==> src/hdl/acir_pkg.sv <==
`timescale 1ns / 1ps

package acir_pkg;

  typedef struct packed {
    logic [15:0] hdr_mark;
    logic [15:0] hdr_space;
    logic [15:0] bit_mark;
    logic [15:0] short_space;
    logic [15:0] long_space;
    logic [15:0] gap;
  } cfg_regs_t;

  typedef enum logic [2:0] {
    REG_HDR_MARK    = 3'd0,
    REG_HDR_SPACE   = 3'd1,
    REG_BIT_MARK    = 3'd2,
    REG_SHORT_SPACE = 3'd3,
    REG_LONG_SPACE  = 3'd4,
    REG_GAP         = 3'd5
  } reg_idx_t;

  typedef enum logic [1:0] {
    STATUS_OK          = 2'd0,
    STATUS_TEMP_REJECT = 2'd1,
    STATUS_BUSY_REJECT = 2'd2
  } status_t;

  typedef enum logic {
    ACT_LOAD = 1'b0,
    ACT_TICK = 1'b1
  } action_t;

  typedef struct packed {
    logic [5:0] set_temperature;
    logic       turbo_on;
    logic       sleep_on;
    logic [2:0] horizontal_swing;
    logic [2:0] vertical_swing;
    logic [1:0] fan_speed;
    logic [2:0] op_mode;
    logic       power_on;
  } cmd_t;

  localparam logic [15:0] HDR_MARK_RST    = 16'd9000;
  localparam logic [15:0] HDR_SPACE_RST   = 16'd4500;
  localparam logic [15:0] BIT_MARK_RST    = 16'd620;
  localparam logic [15:0] SHORT_SPACE_RST = 16'd540;
  localparam logic [15:0] LONG_SPACE_RST  = 16'd1600;
  localparam logic [15:0] GAP_RST         = 16'd20000;

  // segment positions within one block
  localparam logic [6:0] POS_HDR_MARK   = 7'd0;
  localparam logic [6:0] POS_HDR_SPACE  = 7'd1;
  localparam logic [6:0] POS_DATA_END   = 7'd66;
  localparam logic [6:0] POS_FOOTER_ONE = 7'd69;
  localparam logic [6:0] POS_GAP        = 7'd73;

  localparam logic [5:0] TEMP_MIN = 6'd16;
  localparam logic [5:0] TEMP_MAX = 6'd30;

  localparam logic [7:0] BYTE2_FIXED = 8'h60;
  localparam logic [7:0] BYTE3_FIXED = 8'h50;
  localparam logic [7:0] BYTE5_FIXED = 8'h20;
  localparam logic [7:0] BYTE6_FIXED = 8'h00;

  function automatic logic [3:0] vcode(input logic [2:0] vs);
    logic [3:0] c;
    unique case (vs)
      3'd1:    c = 4'h1;
      3'd2:    c = 4'h2;
      3'd3:    c = 4'h4;
      3'd4:    c = 4'h6;
      3'd5:    c = 4'h6;
      default: c = 4'h0;
    endcase
    return c;
  endfunction

  function automatic logic [3:0] hcode(input logic [2:0] hs);
    logic [3:0] c;
    unique case (hs)
      3'd1:    c = 4'h1;
      3'd2:    c = 4'h2;
      3'd3:    c = 4'h3;
      3'd4:    c = 4'h5;
      3'd5:    c = 4'h6;
      default: c = 4'h4;
    endcase
    return c;
  endfunction

  // byte 0 in the lowest bits
  function automatic logic [63:0] build_frame(input cmd_t cmd);
    logic [2:0] mode;
    logic [7:0] b0, b1, b2, b4, b7;
    logic [3:0] sum;
    mode = (cmd.op_mode > 3'd4) ? 3'd0 : cmd.op_mode;
    b0 = {cmd.sleep_on, (cmd.vertical_swing == 3'd1), cmd.fan_speed, cmd.power_on, mode};
    b1 = {2'b00, cmd.set_temperature} - {2'b00, TEMP_MIN};
    b2 = BYTE2_FIXED | {3'b000, cmd.turbo_on, 4'h0};
    b4 = {hcode(cmd.horizontal_swing), vcode(cmd.vertical_swing)};
    sum = b0[3:0] + b1[3:0] + b2[3:0] + BYTE3_FIXED[3:0]
        + b4[7:4] + BYTE5_FIXED[7:4] + BYTE6_FIXED[7:4];
    b7 = {sum, 4'h0};
    return {b7, BYTE6_FIXED, BYTE5_FIXED, b4, BYTE3_FIXED, b2, b1, b0};
  endfunction

endpackage

==> src/hdl/acir_seg_len.sv <==
`timescale 1ns / 1ps

module acir_seg_len
  import acir_pkg::*;
(
  input  logic [6:0]  seg_pos,
  input  logic        seg_blk,
  input  logic [63:0] frame,
  input  cfg_regs_t   regs,
  output logic [15:0] seg_ticks
);

  logic [6:0]  pos_m2;
  logic [5:0]  bit_sel;
  logic        bit_val;
  logic [15:0] len;

  assign pos_m2  = seg_pos - 7'd2;
  assign bit_sel = {seg_blk, pos_m2[5:1]};

  always_comb begin
    bit_val = 1'b0;
    priority if (seg_pos == POS_HDR_MARK) begin
      len = regs.hdr_mark;
    end else if (seg_pos == POS_HDR_SPACE) begin
      len = regs.hdr_space;
    end else if (!seg_pos[0]) begin
      len = regs.bit_mark;
    end else if (seg_pos == POS_GAP) begin
      len = regs.gap;
    end else begin
      if (seg_pos < POS_DATA_END) begin
        bit_val = frame[bit_sel];
      end else begin
        bit_val = (seg_pos == POS_FOOTER_ONE);
      end
      len = bit_val ? regs.long_space : regs.short_space;
    end
  end

  // a zero register still lasts one tick
  assign seg_ticks = (len == 16'd0) ? 16'd1 : len;

endmodule

==> src/hdl/ac_ir_remote_frame_transmitter_unit.sv <==
`timescale 1ns / 1ps
// Air-conditioner IR remote frame transmitter. A load item (tuser 0) checks the temperature
// (16..30), builds the eight-byte frame and starts a transmission; each tick item (tuser 1)
// then returns one level of the carrier envelope: two blocks, each a header mark and space,
// 32 data bits LSB first as mark plus zero- or one-space, a 010 footer, a trailing mark and
// a gap, with segment lengths taken from the timing registers when each segment starts.
// Every item gives exactly one result item; out_tlast marks the last tick of the final gap.
// One item is taken per clock: the item is held in an input register, and its work
// (one counter decrement or one frame build) is done in the cycle it moves to the output
// register, so throughput is one item per cycle while out_tready is high.

module ac_ir_remote_frame_transmitter_unit
  import acir_pkg::*;
(
  input  logic        clk,
  input  logic        rst_n,
  input  logic        in_tvalid,
  output logic        in_tready,
  // power_on[0], op_mode[3:1], fan_speed[5:4], vertical_swing[8:6],
  // horizontal_swing[11:9], sleep_on[12], turbo_on[13], set_temperature[19:14], zero[23:20]
  input  logic [23:0] in_tdata,
  // action[0]
  input  logic        in_tuser,
  output logic        out_tvalid,
  input  logic        out_tready,
  // carrier_on[0], busy_res[1], status[3:2], zero[7:4]
  output logic [7:0]  out_tdata,
  output logic        out_tlast,
  input  logic        cfg_psel,
  input  logic        cfg_penable,
  input  logic        cfg_pwrite,
  input  logic [4:0]  cfg_paddr,
  input  logic [31:0] cfg_pwdata,
  output logic [31:0] cfg_prdata,
  output logic        cfg_pready
);

  cfg_regs_t   regs_r;
  reg_idx_t    reg_idx;
  logic        cfg_wr;

  logic        in_valid_r;
  action_t     in_action_r;
  cmd_t        in_cmd_r;
  logic        advance;

  logic [63:0] frame_r, frame_nxt;
  logic [6:0]  seg_pos_r, seg_pos_nxt;
  logic        seg_blk_r, seg_blk_nxt;
  logic [15:0] ticks_left_r, ticks_left_nxt;
  logic        xmit_r, xmit_nxt;

  logic        out_valid_r;
  logic        carrier_r, carrier_nxt;
  logic        busy_r, busy_nxt;
  status_t     status_r, status_nxt;
  logic        fend_r, fend_nxt;

  logic        at_gap;
  logic [6:0]  tick_pos;
  logic        tick_blk;
  logic [6:0]  len_pos;
  logic        len_blk;
  logic [15:0] len_ticks;

  // configuration port
  assign reg_idx    = reg_idx_t'(cfg_paddr[4:2]);
  assign cfg_pready = 1'b1;
  assign cfg_wr     = cfg_psel && cfg_penable && cfg_pwrite && cfg_pready;

  always_ff @(posedge clk) begin
    if (!rst_n) begin
      regs_r.hdr_mark    <= HDR_MARK_RST;
      regs_r.hdr_space   <= HDR_SPACE_RST;
      regs_r.bit_mark    <= BIT_MARK_RST;
      regs_r.short_space <= SHORT_SPACE_RST;
      regs_r.long_space  <= LONG_SPACE_RST;
      regs_r.gap         <= GAP_RST;
    end else if (cfg_wr) begin
      case (reg_idx)
        REG_HDR_MARK:    regs_r.hdr_mark    <= cfg_pwdata[15:0];
        REG_HDR_SPACE:   regs_r.hdr_space   <= cfg_pwdata[15:0];
        REG_BIT_MARK:    regs_r.bit_mark    <= cfg_pwdata[15:0];
        REG_SHORT_SPACE: regs_r.short_space <= cfg_pwdata[15:0];
        REG_LONG_SPACE:  regs_r.long_space  <= cfg_pwdata[15:0];
        REG_GAP:         regs_r.gap         <= cfg_pwdata[15:0];
        default: ;
      endcase
    end
  end

  always_comb begin
    case (reg_idx)
      REG_HDR_MARK:    cfg_prdata = {16'h0, regs_r.hdr_mark};
      REG_HDR_SPACE:   cfg_prdata = {16'h0, regs_r.hdr_space};
      REG_BIT_MARK:    cfg_prdata = {16'h0, regs_r.bit_mark};
      REG_SHORT_SPACE: cfg_prdata = {16'h0, regs_r.short_space};
      REG_LONG_SPACE:  cfg_prdata = {16'h0, regs_r.long_space};
      REG_GAP:         cfg_prdata = {16'h0, regs_r.gap};
      default:         cfg_prdata = 32'h0;
    endcase
  end

  // input register
  assign advance   = in_valid_r && (!out_valid_r || out_tready);
  assign in_tready = !in_valid_r || advance;

  always_ff @(posedge clk) begin
    if (!rst_n) begin
      in_valid_r <= 1'b0;
    end else if (in_tready) begin
      in_valid_r <= in_tvalid;
    end
  end

  always_ff @(posedge clk) begin
    if (in_tready && in_tvalid) begin
      in_action_r <= action_t'(in_tuser);
      in_cmd_r    <= cmd_t'(in_tdata[19:0]);
    end
  end

  // segment sequencing
  assign at_gap   = (seg_pos_r == POS_GAP);
  assign tick_pos = at_gap ? POS_HDR_MARK : seg_pos_r + 7'd1;
  assign tick_blk = seg_blk_r ^ at_gap;
  assign len_pos  = (in_action_r == ACT_TICK) ? tick_pos : POS_HDR_MARK;
  assign len_blk  = (in_action_r == ACT_TICK) ? tick_blk : 1'b0;

  acir_seg_len u_seg_len (
    .seg_pos   (len_pos),
    .seg_blk   (len_blk),
    .frame     (frame_r),
    .regs      (regs_r),
    .seg_ticks (len_ticks)
  );

  always_comb begin
    frame_nxt      = frame_r;
    seg_pos_nxt    = seg_pos_r;
    seg_blk_nxt    = seg_blk_r;
    ticks_left_nxt = ticks_left_r;
    xmit_nxt       = xmit_r;
    carrier_nxt    = 1'b0;
    status_nxt     = STATUS_OK;
    fend_nxt       = 1'b0;
    unique case (in_action_r)
      ACT_LOAD: begin
        priority if (xmit_r) begin
          status_nxt = STATUS_BUSY_REJECT;
        end else if (in_cmd_r.set_temperature < TEMP_MIN ||
                     in_cmd_r.set_temperature > TEMP_MAX) begin
          status_nxt = STATUS_TEMP_REJECT;
        end else begin
          frame_nxt      = build_frame(in_cmd_r);
          seg_pos_nxt    = POS_HDR_MARK;
          seg_blk_nxt    = 1'b0;
          ticks_left_nxt = len_ticks;
          xmit_nxt       = 1'b1;
        end
      end
      ACT_TICK: begin
        if (xmit_r) begin
          carrier_nxt = !seg_pos_r[0];
          if (ticks_left_r <= 16'd1) begin
            if (at_gap && seg_blk_r) begin
              xmit_nxt       = 1'b0;
              seg_pos_nxt    = POS_HDR_MARK;
              seg_blk_nxt    = 1'b0;
              ticks_left_nxt = 16'd0;
              fend_nxt       = 1'b1;
            end else begin
              seg_pos_nxt    = tick_pos;
              seg_blk_nxt    = tick_blk;
              ticks_left_nxt = len_ticks;
            end
          end else begin
            ticks_left_nxt = ticks_left_r - 16'd1;
          end
        end
      end
      default: ;
    endcase
    busy_nxt = xmit_nxt;
  end

  always_ff @(posedge clk) begin
    if (!rst_n) begin
      seg_pos_r    <= POS_HDR_MARK;
      seg_blk_r    <= 1'b0;
      ticks_left_r <= 16'd0;
      xmit_r       <= 1'b0;
    end else if (advance) begin
      seg_pos_r    <= seg_pos_nxt;
      seg_blk_r    <= seg_blk_nxt;
      ticks_left_r <= ticks_left_nxt;
      xmit_r       <= xmit_nxt;
    end
  end

  always_ff @(posedge clk) begin
    if (advance) begin
      frame_r   <= frame_nxt;
      carrier_r <= carrier_nxt;
      busy_r    <= busy_nxt;
      status_r  <= status_nxt;
      fend_r    <= fend_nxt;
    end
  end

  // result register
  always_ff @(posedge clk) begin
    if (!rst_n) begin
      out_valid_r <= 1'b0;
    end else if (advance) begin
      out_valid_r <= 1'b1;
    end else if (out_tready) begin
      out_valid_r <= 1'b0;
    end
  end

  assign out_tvalid = out_valid_r;
  assign out_tdata  = {4'h0, status_r, busy_r, carrier_r};
  assign out_tlast  = fend_r;

endmodule
==> config.mk <==
export PLATFORM = sky130hd
export DESIGN_NAME = ac_ir_remote_frame_transmitter_unit
export DESIGN_NICKNAME = d
export VERILOG_FILES = /design/src/hdl/acir_pkg.sv /design/src/hdl/acir_seg_len.sv /design/src/hdl/ac_ir_remote_frame_transmitter_unit.sv
export SDC_FILE = /design/constraint.sdc
export NUM_CORES = 1
export LEC_CHECK = 0
export ABC_AREA = 1
export BUFFER_PORTS_ARGS = -buffer_cell sky130_fd_sc_hd__buf_2
export CORE_MARGIN = 5
export CORE_UTILIZATION = 39
export DETAILED_ROUTE_END_ITERATION = 8
export GPL_TIMING_DRIVEN = 0
export SETUP_SLACK_MARGIN = 0.15
export SYNTH_ARGS = -nofsm -noshare
export SYNTH_HDL_FRONTEND = slang
export SYNTH_HIERARCHICAL = 1
export SYNTH_SLANG_ARGS = --single-unit
export TNS_END_PERCENT = 20
==> constraint.sdc <==
create_clock -name clk -period 4.6 [get_ports clk]
set_input_delay 0.46 -clock clk [delete_from_list [all_inputs] [get_ports clk]]
set_output_delay 0.46 -clock clk [all_outputs]
set_load 0.1 [all_outputs]
After elaboration in Yosys (flattened, before gate mapping)
Index checks and enable logic that the tools add are counted.
{"block": "word_totals", "word_cells": 147, "ff_bits": 178, "inputBits": 69}
{"block": "classes", "n_mux": 52, "add_sub_neg": 7, "magnitude_cmp": 6, "n_bitwise": 4, "reduce_logical": 28, "n_eq_ne": 23}
{"operator": "$mux W16", "count": 11}
{"operator": "$pmux W16 S6", "count": 1}
{"operator": "$mux W7", "count": 7}
{"operator": "$pmux W16 S2", "count": 1}
{"operator": "$eq A7 B7 Y1 const B", "count": 3}
{"operator": "$mux W1", "count": 21}
{"operator": "$eq A3 B2 Y1 const B", "count": 6}
{"operator": "$eq A3 B3 Y1 const B", "count": 6}
{"operator": "$le A16 B1 Y1 const B", "count": 1}
{"operator": "$logic_not A16 Y1", "count": 1}
{"operator": "$sub A16 B1 Y16 const B", "count": 1}
{"operator": "$pmux W3 S5", "count": 1}
{"operator": "$pmux W7 S2", "count": 1}
{"operator": "$reduce_and A2 Y1", "count": 7}
{"operator": "$mux W4", "count": 3}
{"operator": "$pmux W3 S4", "count": 1}
{"operator": "$eq A3 B1 Y1 const B", "count": 3}
{"operator": "$add A4 B4 Y4", "count": 2}
{"operator": "$reduce_and A4 Y1", "count": 2}
{"operator": "$add A7 B1 Y7 const B", "count": 1}
{"operator": "$eq A7 B1 Y1 const B", "count": 1}
{"operator": "$logic_not A7 Y1", "count": 1}
{"operator": "$lt A6 B7 Y1 const B", "count": 1}
{"operator": "$lt A7 B7 Y1 const B", "count": 1}
{"operator": "22 further kinds", "count": 36}

Longest topological paths before layout
Gate-level depths: netlist (run 1).
{"block": "logic_depth", "word_depth": 22, "ltp_mapped": 37, "ltp_nobuf": 35}

By module
The synthesis (run 1) kept the hierarchy.
{"module": "ac_ir_remote_frame_transmitter_unit", "area_each_um2": 8089.0, "cells_each": 1012, "n_inst": 1}
{"module": "acir_seg_len", "area_each_um2": 1890.6, "cells_each": 421, "n_inst": 1}

Worst setup path after synthesis (run 1)
OpenSTA, ideal clock, no wires.
{"block": "synth_timing", "kind": "register -> register", "start": "register seg_pos_r[1]", "end": "register ticks_left_r[15]", "stages_incl_launch_ff": 34, "period_less_slack_ns": 3.603, "n_path_buf": 5, "arrival_ns": 3.481, "setup_slack_ns": 0.997, "path_cell_list": "dfxtp_1 inv_1 ha_1 inv_1 nor2_1 nand3_1 nand2_1 nor2_1 buf_6 inv_4 buf_6 ha_1 buf_4 inv_2 buf_4 nand3_1 nand3_1 nand3_1 nand3_1 nand3b_2 nand2_2 nand2_4 buf_6 nand3_1 nand3_1 nand2_1 nand2_1 nand2_1 nand2_1 or2_2 nand3_1 nand2_1 nand2_1 a21oi_1"}
{"block": "synth_via", "elab_chain_cells": 22, "elab_cells_between_ends": 33, "cone_classes": "add/sub: 2; order compare: 1; eq/ne: 4; mux: 22; bitwise: 1; reduce/logical: 3"}
{"element": "from (decl)", "line_no": "ac_ir_remote_frame_transmitter_unit.sv:48", "source": "logic [6:0] seg_pos_r, seg_pos_nxt;"}
{"element": "from (signal assigned)", "line_no": "ac_ir_remote_frame_transmitter_unit.sv:194", "source": "seg_pos_r <= seg_pos_nxt;"}
{"element": "$add A7 B1 Y7 / $eq A7 B7 Y1 (equally long branches)", "line_no": "ac_ir_remote_frame_transmitter_unit.sv:125, ac_ir_remote_frame_transmitter_unit.sv:124"}
{"element": "$mux W7 *", "line_no": "ac_ir_remote_frame_transmitter_unit.sv:125", "source": "assign tick_pos = at_gap ? POS_HDR_MARK : seg_pos_r + 7'd1;"}
{"element": "$mux W7 *", "line_no": "ac_ir_remote_frame_transmitter_unit.sv:127", "source": "assign len_pos = (in_action_r == ACT_TICK) ? tick_pos : POS_HDR_MARK;"}
{"element": "net len_pos[1]", "line_no": "ac_ir_remote_frame_transmitter_unit.sv:62", "source": "logic [6:0] len_pos;"}
{"element": "$sub A6 B2 Y6", "line_no": "acir_seg_len.sv:18", "source": "assign pos_m2 = seg_pos - 7'd2;"}
{"element": "$bmux W1 S6", "line_no": "acir_seg_len.sv:33", "source": "bit_val = frame[bit_sel];"}
{"element": "$mux W1 (implied by the code)", "line_no": "acir_seg_len.sv:33"}
{"element": "$mux W1", "line_no": "acir_seg_len.sv:32", "source": "if (seg_pos < POS_DATA_END) begin"}
{"element": "(+8 left out)"}
{"element": "$mux W16 *", "line_no": "acir_seg_len.sv:23", "source": "priority if (seg_pos == POS_HDR_MARK) begin"}
{"element": "$logic_not A16 Y1", "line_no": "acir_seg_len.sv:42", "source": "assign seg_ticks = (len == 16'd0) ? 16'd1 : len;"}
{"element": "$mux W16 *", "line_no": "acir_seg_len.sv:42"}
{"element": "net len_ticks[15]", "line_no": "ac_ir_remote_frame_transmitter_unit.sv:64", "source": "logic [15:0] len_ticks;"}
{"element": "$mux W16", "line_no": "ac_ir_remote_frame_transmitter_unit.sv:166", "source": "if (at_gap && seg_blk_r) begin"}
{"element": "$mux W16", "line_no": "ac_ir_remote_frame_transmitter_unit.sv:165", "source": "if (ticks_left_r <= 16'd1) begin"}
{"element": "$mux W16", "line_no": "ac_ir_remote_frame_transmitter_unit.sv:163", "source": "if (xmit_r) begin"}
{"element": "$pmux W16 S2 *", "line_no": "ac_ir_remote_frame_transmitter_unit.sv:147", "source": "unique case (in_action_r)"}
{"element": "to (signal assigned)", "line_no": "ac_ir_remote_frame_transmitter_unit.sv:196", "source": "ticks_left_r <= ticks_left_nxt;"}
{"element": "to (decl)", "line_no": "ac_ir_remote_frame_transmitter_unit.sv:50", "source": "logic [15:0] ticks_left_r, ticks_left_nxt;"}
The timed path passes the listed nets; every way through them passes the cells marked *. The select of a mux whose other input is x is not followed.
A chain may end at the register's enable or synchronous reset.

Worst setup path after layout (run 1)
{"block": "layout_timing", "start": "register seg_pos_r[0]", "end": "register ticks_left_r[15]"}
The elaborated chain is that of the path after synthesis.

==> metrics.md, run 1 <==
| Metric | Value |
|---|---|
| Status | complete, no violations |
| Port bufs | 68 |
| Leakage power total | 5.44 nW |
| Type of the most critical hold path | in2reg |
| Post-layout util | 45.9% |
| Largest net degree at the start of global routing | 26 |
| Die ar. | 28900 um2 |
| Most used routing layer | met2 |
| Reg area | 4000 um2 |
| Fin nets | 1662 |
| Total iterations of the first detailed-routing run | 5 |
| Slew @ Worst Pin | 1.01 ns |
| Mean Syn Cell Area | 6.96 um2 |
| Final WS setup | 0.554 ns |
| Worst r2r dst | ticks_left_r[15]$_SDFFE_PN0P_ |
| MaxCap Viol Count | 0 |
| Synth warn | 6 |
| Grt met2 use | 32.2% |
| DP Area | 10900 um2 |
| Multi-input gate area | 5310 um2 |
| Met1 Use GR | 31.2% |
| Fillers | 2622 |
| Hold_sp | in_tdata[10] |
| R2R cell count | 32 |
| Global-route wire length before repair | 48400 um |
| Final Cell Area | 11600 um2 |
| Layout cell share with drive strength beyond 1 | 13.4% |
| Post-synth EDFFs | 51 |
| Hold EP | in_cmd_r[10]$_DFFE_PP_ |
| Die Span X | 170 um |
| DRC viols | 0 |
| Final Hold Fails | 0 |
| Setup TNS Final | 0 ns |
| # H-tree levels | 4 |
| CP arrival | 4.36 ns |
| CP max-delay cell | dfxtp_4 |
| Pre-CTS WS | 0.273 ns |
| P&R area growth vs syn | 15.9% |
| Ys async rst share | 0% |
| Max Freq | 247 MHz |
| Worst path required time | 4.92 ns |
| Slew headroom | 32.7% |
| GRT Residual Overflow | 0 |
| Core Region | 25200 um2 |
| Most frequent cells after synthesis | 334 x nand2_1, 264 x nor2_1, 194 x nand3_1 |
| Num CTS Buffers | 17 |
| Clk_skew | 0.0131 ns |
| Most used cell, CP | nand3_1 |
| Wirelength per Cell | 15.9 um |
| Final Cycle Share | 88.0% |
| CP Launch Type | register |
| Die Ht | 170 um |
| Number of global-route vias before repair | 8725 |
| Final wirelength | 30600 um |
| Crit-path max cell delay | 0.40 ns |
| Flop2flop setup slack | 0.55 ns |
| Clk Latency, worst-skew pair | 0.44 ns |
| Initial DRC Count | 1010 |
| Pins over their slew limit | 0 |
| Mapped Area | 9980 um2 |
| Starting density of the core | 39.6% |
| Distinct cells, synth | 48 |
| Cell count after placement | 1887 |
| Final worst path period need | 4.05 ns |
| Max rail drop VDD | 210 uV |
| Clk sinks | 174 |
| Max Fanout on Critical Path | 10 |
| Yosys top cell area share | 24.7% |
| Yosys reg bits | 174 |
| Initial antenna violation count | 0 |
| Most frequent cell after synthesis | nand2_1 |
| Mapped Cells | 1433 |
| Antenna cells | 0 |
| Synth area leader | dfxtp_1 |
| Finish-stage setup viols | 0 |
| Worst Setup End Kind | register |
| Crit path kind | reg2reg |
| PD cells | 345 nW/um2 |
| Num rows | 58 |
| Final std cells w/o fill | 1920 |
| Post-synth top flop | dfxtp_1 |
| Clock Path Buffers | 2 |
| Crit Reg-Reg Startpoint | seg_pos_r[0]$_SDFFE_PN0P_ |
| Global-route track usage on met3 | 3.55% |
| Worst-path clk slew | 0.08 ns |
| HPWL after DPL | 23300 um |
| Vias per cell | 5.00 |
| Clk root buf | clkbuf_16 |
| RSZ-0062 raised after global routing | false |
| Gpl congestion | 0.960 |
| Ports | 113 |
| DRT antenna net count | 0 |
| Synth area leaders | dfxtp_1 25%, edfxtp_1 15%, nand2_1 13%, nor2_1 9.9%, nand3_1 9.7% |
| Post-synthesis sequential area ratio | 40.0% |
| GRT Resource Usage Total | 21.2% |
| CTS tree | yes |
| Vias | 9599 |
| Worst Hold Depth | 1 |
-- layer usage --
metal / vias up / part of all wire (%)
met2: 344 / 44
met5: - / 0
met1: 4305 / 46
met4: 0 / 2.1
li1: 4903 / -
met3: 47 / 8.0
-- cell usage in the layout, fill, tap and decap left out, drive strengths merged, types with 8 or more instances in the layout --
master / synthesis / layout
nand3: 199 / 199
nand2: 346 / 346
clkinv: 4 / 8
a21oi: 53 / 53
a22oi: 22 / 22
clkbuf: 32 / 50
ha: 13 / 13
buf: 57 / 125
inv: 99 / 109
edfxtp: 51 / 51
o21ai: 104 / 104
conb: 2 / 58
nor2: 271 / 271
nor3: 8 / 8
dfxtp: 123 / 123
a22o: 12 / 12
-- through the flow --
| stage | hold slack [ns] | total power [W] |
|---|---|---|
| 3_3_place_gp | 0.404 | 0.00257 |
| 5_1_grt | 0.169 | 0.00419 |
| 4_1_cts | 0.177 | 0.00400 |
| 6_report | 0.188 | 0.00399 |
| 2_1_floorplan | 0.400 | 0.00236 |
| 3_5_place_dp | 0.405 | 0.00258 |
-- sequential cells by signal, indices dropped and copies added, names as in the netlist --
signal        cells
busy_r            1
carrier_r         1
frame_r          25
in_action_r       1
in_cmd_r         20
in_valid_r        1
out_tlast         1
out_tvalid        1
regs_r           96
seg_blk_r         1
seg_pos_r         7
status_r          2
ticks_left_r     16
xmit_r            1
-- kinds of logic after synthesis --
| family | count (synthesis) | synth area share [%] |
|---|---|---|
| fa+ha+maj | 16 | 2.23 |
| compound gates | 197 | 11.1 |
| flops | 174 | 40.0 |
| xor+xnor | 12 | 1.05 |
| simple gates | 840 | 36.2 |
| other cells | 2 | 0.0753 |
| buf+inv | 192 | 9.28 |
-- critical path: cells and delay by family (launching register included) --
kind	cells	cell delay (ns)
AOI/OAI and AO/OA	1	0.05
buffers and inverters	8	0.98
adders and majority gates	2	0.38
DFF	1	0.40
and+or+nand+nor	21	2.10
-- power by group --
part           internal (W)  switching (W)  leakage [nW]
logic              0.000258       0.000653          3.69
clock network      0.000721       0.000706         0.279
registers           0.00162      0.0000289          1.48
-- layout make-up --
class / instances / area share (%)
buffer: 89 / 4.66
sequential: 174 / 34.6
tap: 330 / 3.57
clock inverter: 15 / 1.23
inverter: 103 / 3.43
timing repair buffer: 69 / 3.01
multi-input combinational: 1123 / 45.9
clock buffer: 17 / 3.68
-- how the worst max path moves through the flow --
stage	end	depth (start not counted)	slack [ns]	start
final	ticks_left_r[15]$_SDFFE_PN0P_	32	0.55	seg_pos_r[0]$_SDFFE_PN0P_
after detailed placement	ticks_left_r[0]$_SDFFE_PN0P_	37	0.27	seg_pos_r[2]$_SDFFE_PN0P_
after global routing	ticks_left_r[0]$_SDFFE_PN0P_	36	0.16	seg_pos_r[0]$_SDFFE_PN0P_
after global placement	ticks_left_r[0]$_SDFFE_PN0P_	37	0.26	seg_pos_r[2]$_SDFFE_PN0P_
after floorplan	ticks_left_r[15]$_SDFFE_PN0P_	33	1.0	seg_pos_r[1]$_SDFFE_PN0P_
after CTS	ticks_left_r[0]$_SDFFE_PN0P_	37	0.21	seg_pos_r[2]$_SDFFE_PN0P_
-- repair_timing --
action                                  4_1_cts  5_1_grt
resized for setup                             0       18
setup buffers                                 0        1
hold buffers                                  0        0
endpoints found under the setup margin        0        6
No activity file was read; power rests on OpenSTA's default activity.
==> run 2, diff against run 1 <==
- RECOVER_POWER: default -> 100
==> run 2 against run 1 <==
- fmax is 1.7% lower
- critical path depth shrank 3
- worst setup slack worse by 0.071 ns
- global-route usage did not move
- clock power hardly changed
- final area decreased by 1.4%
- sequential share of layout area increased by 0.47 points
- first-iteration DRC count fell by 0.40%
- worst hold slack worse by 0.00067 ns
- combinational power decreased by 1%
- sequential power hardly changed
- via count increased by 0.14%
- critical path type unchanged
- critical endpoint is now ticks_left_r[0]$_SDFFE_PN0P_
==> metrics.md, run 2 (synthesis results as in run 1) <==
| Metric | Value |
|---|---|
| Status | complete, no violations |
| Ports | 113 |
| Final wirelength | 30700 um |
| Die ar. | 28900 um2 |
| Num CTS Buffers | 17 |
| Clk root buf | clkbuf_16 |
| RSZ-0062 raised after global routing | false |
| Largest net degree at the start of global routing | 26 |
| Top delay family on crit path | simple AND/OR/NAND/NOR gates |
| Final Cycle Share | 89.5% |
| Starting density of the core | 39.6% |
| Clk_skew | 0.0149 ns |
| P&R area growth vs syn | 14.4% |
| R2R cell count | 29 |
| Setup TNS Final | 0 ns |
| Worst Hold Depth | 1 |
| Gpl congestion | 0.960 |
| Fin Hold WS | 0.187 ns |
| WP depth | 29 |
| PD cells | 349 nW/um2 |
| Slew headroom | 18.1% |
| Crit-path max cell delay | 0.49 ns |
| Num rows | 58 |
| # H-tree levels | 4 |
| Worst path required time | 4.94 ns |
| Max Freq | 243 MHz |
| CP Launch Type | register |
| Max Fanout on Critical Path | 10 |
| Final Hold Fails | 0 |
| Finish-stage setup viols | 0 |
| Fillers | 2663 |
| CTS tree | yes |
| Antenna cells | 0 |
| Most common cell after layout, fill and taps aside | nand2_1 |
| Die Span X | 170 um |
| Most frequent cells in the layout | 335 x nand2_1, 264 x nor2_1, 196 x nand3_1 |
| Initial antenna violation count | 0 |
| Largest regs | regs_r: 96 flops, frame_r: 25 flops, in_cmd_r: 20 flops |
| Global-route wire length before repair | 48400 um |
| GRT Resource Usage Total | 21.2% |
| Slew @ Worst Pin | 1.22 ns |
| Top reg by flops | regs_r |
| Port bufs | 68 |
| Final worst path period need | 4.12 ns |
| Leakage power total | 5.31 nW |
| Clock Path Buffers | 2 |
| Worst path bufs/invs | 6 |
| CP arrival | 4.46 ns |
| Pre-CTS WS | 0.273 ns |
| Pins over their slew limit | 0 |
| DRT antenna net count | 0 |
| Final std cells w/o fill | 1920 |
| Clk Latency, worst-skew pair | 0.45 ns |
| Type of the most critical hold path | in2reg |
| Max rail drop VDD | 210 uV |
| Initial DRC Count | 1006 |
| Cell count after placement | 1887 |
| Vias | 9612 |
| Vias per cell | 5.01 |
| DP Area | 10900 um2 |
| Number of global-route vias before repair | 8725 |
| Layout cell share with drive strength beyond 1 | 9.94% |
| CP max-delay cell | nor2_1 |
| Fin nets | 1662 |
| Number of flip-flops in the largest register | 96 |
| DRC viols | 0 |
| Final WS setup | 0.483 ns |
| Wirelength per Cell | 16.0 um |
| Crit path kind | reg2reg |
| HPWL after DPL | 23300 um |
| MaxCap Viol Count | 0 |
| Worst Setup End Kind | register |
| Die Ht | 170 um |
| Core Region | 25200 um2 |
| Multi-input gate area | 5220 um2 |
| GRT Residual Overflow | 0 |
| Total iterations of the first detailed-routing run | 5 |
| Final Cell Area | 11400 um2 |
| Most used cell, CP | nand2_1 |
| Clk sinks | 174 |
| Worst-path clk slew | 0.08 ns |
| Reg area | 4000 um2 |
-- run 2: cell count changes in the layout (fill, tap and decap cells not counted), moves of 4 or more --
| cell | previous run | this run |
|---|---|---|
| clkbuf_1 | 31 | 68 |
| buf_2 | 84 | 52 |
| o21ai_0 | 83 | 91 |
| o21ai_1 | 20 | 12 |
| inv_2 | 10 | 5 |
| nand2_1 | 330 | 335 |
| inv_1 | 87 | 91 |
| nand2_2 | 12 | 8 |
-- run 2: final timing paths --
| kind | start | end | slack [ns] |
|---|---|---|---|
| setup reg to reg | seg_pos_r[1]$_SDFFE_PN0P_ | ticks_left_r[0]$_SDFFE_PN0P_ | 0.48 |
| setup / recovery | seg_pos_r[1]$_SDFFE_PN0P_ | ticks_left_r[0]$_SDFFE_PN0P_ | 0.48 |
| hold reg to reg | in_cmd_r[4]$_DFFE_PP_ | frame_r[4]$_DFFE_PP_ | 0.42 |
| hold / removal | in_tdata[10] | in_cmd_r[10]$_DFFE_PP_ | 0.19 |
-- run 2: per-stage QoR --
step	total power, W	utilization [%]
2_1_floorplan	0.00236	-
3_3_place_gp	0.00257	43.5
3_5_place_dp	0.00258	43.5
4_1_cts	0.00400	45.7
5_1_grt	0.00417	45.3
6_report	0.00398	45.3
-- run 2: where the power goes --
group / internal (W) / switching (W) / leakage (nW)
registers: 0.00162 / 0.0000290 / 1.48
clock network: 0.000721 / 0.000708 / 0.279
logic: 0.000250 / 0.000652 / 3.55
-- run 2: final cells by class --
class	count	share of cell area [%]
Buffer	89	4.43
Clock buffer	17	3.73
Clock inverter	15	1.25
Inverter	103	3.48
Multi-Input combinational cell	1123	45.7
Sequential cell	174	35.0
Tap cell	330	3.62
Timing Repair Buffer	69	2.76
-- run 2: timing repair --
item / 4_1_cts / 5_1_grt
endpoints found under the hold margin: 0 / 0
setup buffers: 0 / 1
hold buffers: 0 / 0
setup endpoints to repair: 0 / 6
gates resized for setup: 0 / 18
-- run 2: routing by layer --
layer / up-vias / track usage, % / part of all wire, %
met5: - / 0 / 0
li1: 4905 / - / -
met1: 4282 / 31.2 / 47
met3: 45 / 3.55 / 8.0
met2: 380 / 32.2 / 43
met4: 0 / 5.94 / 1.9
==> run 3, diff against run 2 <==
- GPL_TIMING_DRIVEN: 0 -> 1
==> run 3 against run 2 <==
- the flow now finishes with violations (capacitance limit, slew limit)
- clock power is essentially flat
- global-route usage shrank 0.62 points
- largest power group unchanged
- wire length shrank 3.5%
==> metrics.md, run 3 (synthesis results as in run 1) <==
| Metric | Value |
|---|---|
| MaxCap Viol Count | 1 |
| Worst r2r dst | ticks_left_r[0]$_SDFFE_PN0P_ |
| Most common cell after layout, fill and taps aside | nand2_1 |
| Gpl congestion | 0.854 |
| # H-tree levels | 4 |
| Clk root buf | clkbuf_16 |
| Final worst path period need | 4.08 ns |
| Port bufs | 69 |
| Slew @ Worst Pin | 2.84 ns |
| Die ar. | 28900 um2 |
| Antenna cells | 0 |
| Hold EP | in_cmd_r[16]$_DFFE_PP_ |
| DRC viols | 0 |
| RSZ-0062 raised after global routing | false |
| Die Ht | 170 um |
| Final Hold Fails | 0 |
| Initial DRC Count | 880 |
| Final wirelength | 29700 um |
| Vias | 9393 |
| CP max-delay cell | clkbuf_1 |
| DRT antenna net count | 0 |
| Worst path required time | 4.95 ns |
| Max Freq | 245 MHz |
| Number of global-route vias before repair | 8744 |
| Status | finished, violations left |
| R2R cell count | 27 |
| Slew headroom | -89.5% |
| HPWL after DPL | 19200 um |
| Ports | 113 |
| Setup TNS Final | 0 ns |
| Num rows | 58 |
| Finish-stage setup viols | 0 |
| Num CTS Buffers | 17 |
| Crit Reg-Reg Startpoint | in_action_r$_DFFE_PP_ |
| Max Fanout on Critical Path | 17 |
| Flop2flop setup slack | 0.52 ns |
| Top reg by flops | regs_r |
| Total iterations of the first detailed-routing run | 6 |
| PD cells | 358 nW/um2 |
| Global-route wire length before repair | 47400 um |
| Initial antenna violation count | 1 |
| Top routing layer used | met5 |
| M1 WL | 13600 um |
| Core Region | 25200 um2 |
| WP depth | 27 |
| GRT Resource Usage Total | 20.6% |
| Clk_skew | 0.0126 ns |
| Most frequent cells in the layout | 334 x nand2_1, 261 x nor2_1, 194 x nand3_1 |
| Wirelength per Cell | 16.1 um |
| Hold_sp | in_tdata[16] |
| Worst Hold Depth | 1 |
| Largest regs | regs_r: 96 flops, frame_r: 25 flops, in_cmd_r: 20 flops |
| CTS Hold Bufs | 0 |
| Worst Setup End Kind | register |
| Clk sinks | 174 |
| Clk Latency, worst-skew pair | 0.44 ns |
| Leakage power total | 5.11 nW |
| Most used cell, CP | nand2_1 |
| Post-layout util | 44.1% |
| Crit path kind | reg2reg |
| Worst-path clk slew | 0.08 ns |
| Die Span X | 170 um |
| GRT Residual Overflow | 0 |
| CP Launch Type | register |
| Number of flip-flops in the largest register | 96 |
| Final Cycle Share | 88.7% |
| Vias per cell | 5.08 |
| Top delay family on crit path | simple AND/OR/NAND/NOR gates |
| Largest net degree at the start of global routing | 66 |
| Type of the most critical hold path | in2reg |
| Worst path bufs/invs | 5 |
| Pins over their slew limit | 66 |
| Fin nets | 1590 |
| CTS tree | yes |
| Starting density of the core | 39.6% |
| Failing checks | capacitance limit, slew limit |
| Met3 Wirelength | 1800 um |
| Crit-path max cell delay | 0.59 ns |
| Layout cell share with drive strength beyond 1 | 9.16% |
| DR WL met2 | 13900 um |
| CP arrival | 4.43 ns |
| Max rail drop VDD | 192 uV |
| P&R area growth vs syn | 11.4% |
| Clock Path Buffers | 2 |
## run 3: cell types whose count changed in the layout (fill, tap and decap cells not counted), sizes merged
cell	delta
clkinvlp	-1
buf	-31
inv	+1
clkbuf	-41
## run 3: metal layers
layer  GRT usage (%)  up-vias
met3            3.25       33
met5               0        -
met1            28.0     4301
li1                -     4765
met4            5.56        2
met2            34.3      292
## run 3: per-stage QoR
step                hold WS, ns  setup WS [ns]  total power [W]  instances  instance area (um2)
global route              0.170         0.0976          0.00417       1848                11100
detailed placement        0.405          0.445          0.00254       1815                10500
finish                    0.191          0.522          0.00398       1848                11100
CTS                       0.178          0.408          0.00400       1847                11100
floorplan                 0.400          0.997          0.00236       1489                10200
global placement          0.405          0.484          0.00254       1815                10500
## run 3: final cells by class
cell class              count  area, um2
well taps                 330        413
multi-input cells        1123       5300
fillers                  2604      14100
inverters                 103        397
clock buffers              17        425
flip-flops and latches    174       4000
clock inverters            15        159
repair buffers             86        432
## run 3: worst max-delay path by stage
stage | endpoint | slack [ns] | start
floorplan | ticks_left_r[15]$_SDFFE_PN0P_ | 1.0 | seg_pos_r[1]$_SDFFE_PN0P_
global placement | ticks_left_r[0]$_SDFFE_PN0P_ | 0.48 | seg_pos_r[1]$_SDFFE_PN0P_
detailed placement | ticks_left_r[0]$_SDFFE_PN0P_ | 0.44 | seg_pos_r[0]$_SDFFE_PN0P_
CTS | ticks_left_r[0]$_SDFFE_PN0P_ | 0.41 | seg_pos_r[1]$_SDFFE_PN0P_
global route | ticks_left_r[0]$_SDFFE_PN0P_ | 0.1 | in_action_r$_DFFE_PP_
finish | ticks_left_r[0]$_SDFFE_PN0P_ | 0.52 | in_action_r$_DFFE_PP_
## run 3: what timing repair did
action,in CTS,in global routing
setup endpoints to repair,0,5
gates resized for setup,0,11
buffers inserted,0,1
## run 3: power breakdown
group	internal (W)	switching (W)	leakage, nW
clock network	0.000733	0.000729	0.289
logic	0.000224	0.000645	3.35
registers	0.00162	0.0000281	1.48
total	0.00258	0.00140	5.11
